`src/rtl/core/rwa_pkg.sv`:
```
// ----------------------------------------------------------------------------
// Running window average package
// Shared sizes, request codes and the command and status bundles that pass
// between the controller and the datapath.
// ----------------------------------------------------------------------------
package rwa_pkg;

   localparam int MAX_WINDOW    = 256;
   localparam int SAMPLE_BITS   = 16;
   localparam int CFG_BITS      = 9;
   localparam int WINDOW_RESET  = 16;
   localparam int PTR_BITS      = $clog2(MAX_WINDOW);
   localparam int CNT_BITS      = $clog2(MAX_WINDOW + 1);
   localparam int SUM_BITS      = SAMPLE_BITS + PTR_BITS;
   localparam int REM_BITS      = CNT_BITS + 1;
   localparam int DIV_CNT_BITS  = $clog2(SUM_BITS);

   localparam logic REQ_SAMPLE  = 1'b0;
   localparam logic REQ_CLEAR   = 1'b1;

   typedef struct packed {
      logic clear;
      logic accept;
      logic update;
      logic div_step;
      logic load_out;
   } rwa_cmd_type;

   typedef struct packed {
      logic div_last;
      logic out_free;
   } rwa_status_type;

endpackage

```
`src/rtl/core/rwa_ctrl.sv`:
```
// ----------------------------------------------------------------------------
// Running window average controller
// Sequences one sample through store update, serial division and output.
// ----------------------------------------------------------------------------
module rwa_ctrl (
   input  logic                   clock,
   input  logic                   reset,
   input  logic                   req_valid,
   input  logic                   req_type,
   output logic                   req_stall,
   input  rwa_pkg::rwa_status_type status,
   output rwa_pkg::rwa_cmd_type    cmd
);

   localparam logic [1:0] ST_IDLE   = 2'd0;
   localparam logic [1:0] ST_UPDATE = 2'd1;
   localparam logic [1:0] ST_DIVIDE = 2'd2;
   localparam logic [1:0] ST_FINISH = 2'd3;

   logic [1:0] state_ff;
   logic [1:0] state_in;
   logic       accept;

   assign req_stall = reset || (state_ff != ST_IDLE);
   assign accept    = req_valid && !req_stall;

   always_comb begin
      state_in     = state_ff;
      cmd          = '0;
      cmd.clear    = accept && (req_type == rwa_pkg::REQ_CLEAR);
      cmd.accept   = accept && (req_type == rwa_pkg::REQ_SAMPLE);
      case (state_ff)
         ST_IDLE: begin
            if (cmd.accept) begin
               state_in = ST_UPDATE;
            end
         end
         ST_UPDATE: begin
            cmd.update = 1'b1;
            state_in   = ST_DIVIDE;
         end
         ST_DIVIDE: begin
            cmd.div_step = 1'b1;
            if (status.div_last) begin
               state_in = ST_FINISH;
            end
         end
         ST_FINISH: begin
            if (status.out_free) begin
               cmd.load_out = 1'b1;
               state_in     = ST_IDLE;
            end
         end
         default: begin
            state_in = ST_IDLE;
         end
      endcase
   end

   always_ff @(posedge clock) begin
      if (reset) begin
         state_ff <= ST_IDLE;
      end else begin
         state_ff <= state_in;
      end
   end

endmodule

```
`config.mk`:
```
export PLATFORM = sky130hd
export DESIGN_NAME = rwa_ctrl
export DESIGN_NICKNAME = d
export VERILOG_FILES = /design/src/rtl/core/rwa_pkg.sv /design/src/rtl/core/rwa_ctrl.sv
export SDC_FILE = /design/constraint.sdc
export NUM_CORES = 1
export LEC_CHECK = 0
export BUFFER_PORTS_ARGS = -buffer_cell sky130_fd_sc_hd__buf_4
export CELL_PAD_IN_SITES_DETAIL_PLACEMENT = 0
export CELL_PAD_IN_SITES_GLOBAL_PLACEMENT = 2
export CORE_AREA = 2 2 39 41
export CTS_BUF_LIST = sky130_fd_sc_hd__clkbuf_8 sky130_fd_sc_hd__clkbuf_16
export CTS_CLUSTER_SIZE = 24
export DETAILED_ROUTE_END_ITERATION = 10
export DIE_AREA = 0 0 41 43
export PLACE_DENSITY_LB_ADDON = 0.1
export SYNTH_ARGS = -nofsm -noshare
export SYNTH_HDL_FRONTEND = slang
export SYNTH_SLANG_ARGS = --single-unit
```
`constraint.sdc`:
```
create_clock -name clock -period 1.6 [get_ports clock]
set_clock_uncertainty 0.2 [all_clocks]
set_input_delay 0.32 -clock clock [delete_from_list [all_inputs] [get_ports clock]]
set_output_delay 0.32 -clock clock [all_outputs]
set_load 0.03 [all_outputs]
```
==> results.toml <==
[floorplan]
num_io_pins = 12
rows = 14
die_h_um = 43
fp.dieW_um = 41
start_util_pct = 14.7
core_mm2 = 0.00138
die-area_mm2 = 0.00176

[place]
post-place-ws_ps = 59.6
dp_cells = 53
routabilityCongestion = 0.594
io_buffer_count = 11
dp_hpwl_um = 451

[route]
num_vias = 218
ant_nets = 0
vias_per_cell = 3.76
drt-initial-drc-count = 4
topRoutingLayerUsed = "met3"
avgRoutedWirePerCell_um = 9.64
wl_met2_um = 255
routed-wl-met3_um = 60
drt-met1-wl_um = 243
drt-total-wl_um = 559
drc = 0
drt_pre_antenna_iters = 4

[power_and_ir_drop]
combinationalPowerShare_pct = 60.0
powerDensity_mw_per_mm2 = 1690
leakage_nw = 0.218
clockPowerShare_pct = 26.3
switching_share_pct = 36.2
p_seq_share_pct = 13.6
power.switching_uw = 268
ir_worst_vdd_mv = 0.527
p_int_uw = 472

[sta]
worst_pin_slew_ps = 281
slew_viol_final = 0
setup_ws_ps = -63.5
setup_viol = 2
slew_headroom_pct = 81.3
period_needed_ps = 1660
finalCritPeriodShare_pct = 104
fmax_mhz = 601
grt_setup_unrepaired = "true"
hold_viol = 0

[logic_synthesis]
syn_nets = 33
synthCells = 23
synth-seq-cells = 2
synth.yosys.seq_area_share_pct = 19.6
ys_types = 13
syn_area_um2 = 204
syn_area_per_cell_um2 = 8.87
yosys_warnings = 0

[outcome]
status = "finished, violations left"
violations = "negative setup slack"

[cells_and_area]
largest_register_ffs = 2
finalNetCount = 54
layout_commonest_cell = "buf_4"
antenna-diode-count = 0
layout.cells.non_filler = 58
final_cell_mix = "buf_4 (12), buf_6 (4), nand2b_1 (3), ha_1 (3), clkbuf_8 (3)"
areaGrowthSynthToFinish_pct = 115
post-route-util_pct = 31.7
drive_gt1_share_pct = 64.3
max_flop_register = "state_ff"
fill_cells = 151
top_regs = "state_ff: 2 flops"

[critical_path]
crit_required_ps = 1080
path_class = "flop to output pin"
worstSetupStartpointType = "flop"
critPathArrivalTime_ps = 1140
critical_path.max_fanout = 4
cp-end-kind = "output pin"

[min_path]
hold_class = "primary input to flop"

[cts]
clock-sinks = 2
htree_levels = 1
cts_tree = "built"
clk_path_buf_depth = 2
clkTransAtPathRegs_ps = 30
cts_buffers = 3
root_buffer = "clkbuf_8"
clk_latency_ps = 210

[grt]
grt_overflow_total = 0
first_global_vias = 207
antenna_found_initial = 0
grt_max_degree = 6
grt_first_pass_wirelength_um = 821
grt_usage_pct = 7.52

[flow_run]
max_cap_viol_count = 0
==> metal layers <==
metal | GRT usage, % | vias up
met3 | 1.57 | 0
met2 | 9.38 | 11
li1 | - | 114
met5 | 0 | -
met1 | 8.63 | 93
met4 | 10.0 | 0
==> synthesized netlist by cell type <==
library cell,count,area (um2)
and4b_1,1,10.0
mux2i_1,1,10.0
o21a_1,1,7.51
and2_1,1,6.26
nor2_1,1,3.75
a222oi_1,1,10.0
nand2b_1,4,25.0
a21oi_1,1,5.00
nor3b_1,1,7.51
inv_1,4,15.0
dfxtp_1,2,40.0
nand2b_4,1,13.8
ha_1,4,50.1
==> power groups by stage <==
stage | registers [mW] | clock network (mW) | logic [mW]
floorplan | 0.0884 | 0 | 0.257
global placement | 0.0890 | 0 | 0.394
detailed placement | 0.0897 | 0 | 0.392
CTS | 0.0943 | 0.203 | 0.424
global route | 0.109 | 0.212 | 0.483
finish | 0.101 | 0.195 | 0.444
==> cell families (layout without fill, tap and decap cells) <==
logic type / after synthesis / count (layout) / share of synthesized area, %
compound gates: 3 / 3 / 11.0
fa+ha+maj: 4 / 4 / 24.5
buf+inv: 4 / 23 / 7.36
flops: 2 / 2 / 19.6
mux: 1 / 1 / 4.91
simple gates: 9 / 9 / 32.5
==> final timing paths <==
path,cells after the start,slack (ps),start,to
max reg2reg,6,20,state_ff[1]$_SDFFE_PP0P_,state_ff[1]$_SDFFE_PP0P_
min,3,190,reset,state_ff[0]$_SDFFE_PP0P_
max,5,-60,state_ff[1]$_SDFFE_PP0P_,cmd[3]
min reg2reg,2,320,state_ff[1]$_SDFFE_PP0P_,state_ff[1]$_SDFFE_PP0P_
==> area by class of cell <==
class | instances | area [um2] | share of cell area, %
Timing Repair Buffer | 16 | 135 | 30.8
Sequential cell | 2 | 45.0 | 10.3
Tap cell | 16 | 20.0 | 4.56
Inverter | 4 | 17.5 | 3.99
Clock buffer | 3 | 41.3 | 9.40
Multi-Input combinational cell | 17 | 180 | 41.0
==> per-stage QoR <==
stage               power [mW]  setup TNS (ps)  area [um2]  hold WS [ps]
global placement         0.483               0         362           286
finish                   0.740           -77.1         439           194
detailed placement       0.481               0         362           298
global route             0.804            -356         439           198
floorplan                0.345               0         236           266
CTS                      0.722           -94.0         423           196
==> worst max-delay path: stages (launching register included) <==
cell and delay [ps]:
dfxtp_4 350, inv_4 60, ha_4 140, nand2b_4 60, nor3b_4 170, buf_6 150
==> what timing repair did <==
action                                  CTS  global route
gates cloned                              0             0
hold buffers                              0             0
resized for setup                         6             3
setup buffers                             1             1
endpoints found under the setup margin    3             5
pin swaps                                 4             1
(Power assumes the default switching activity.)
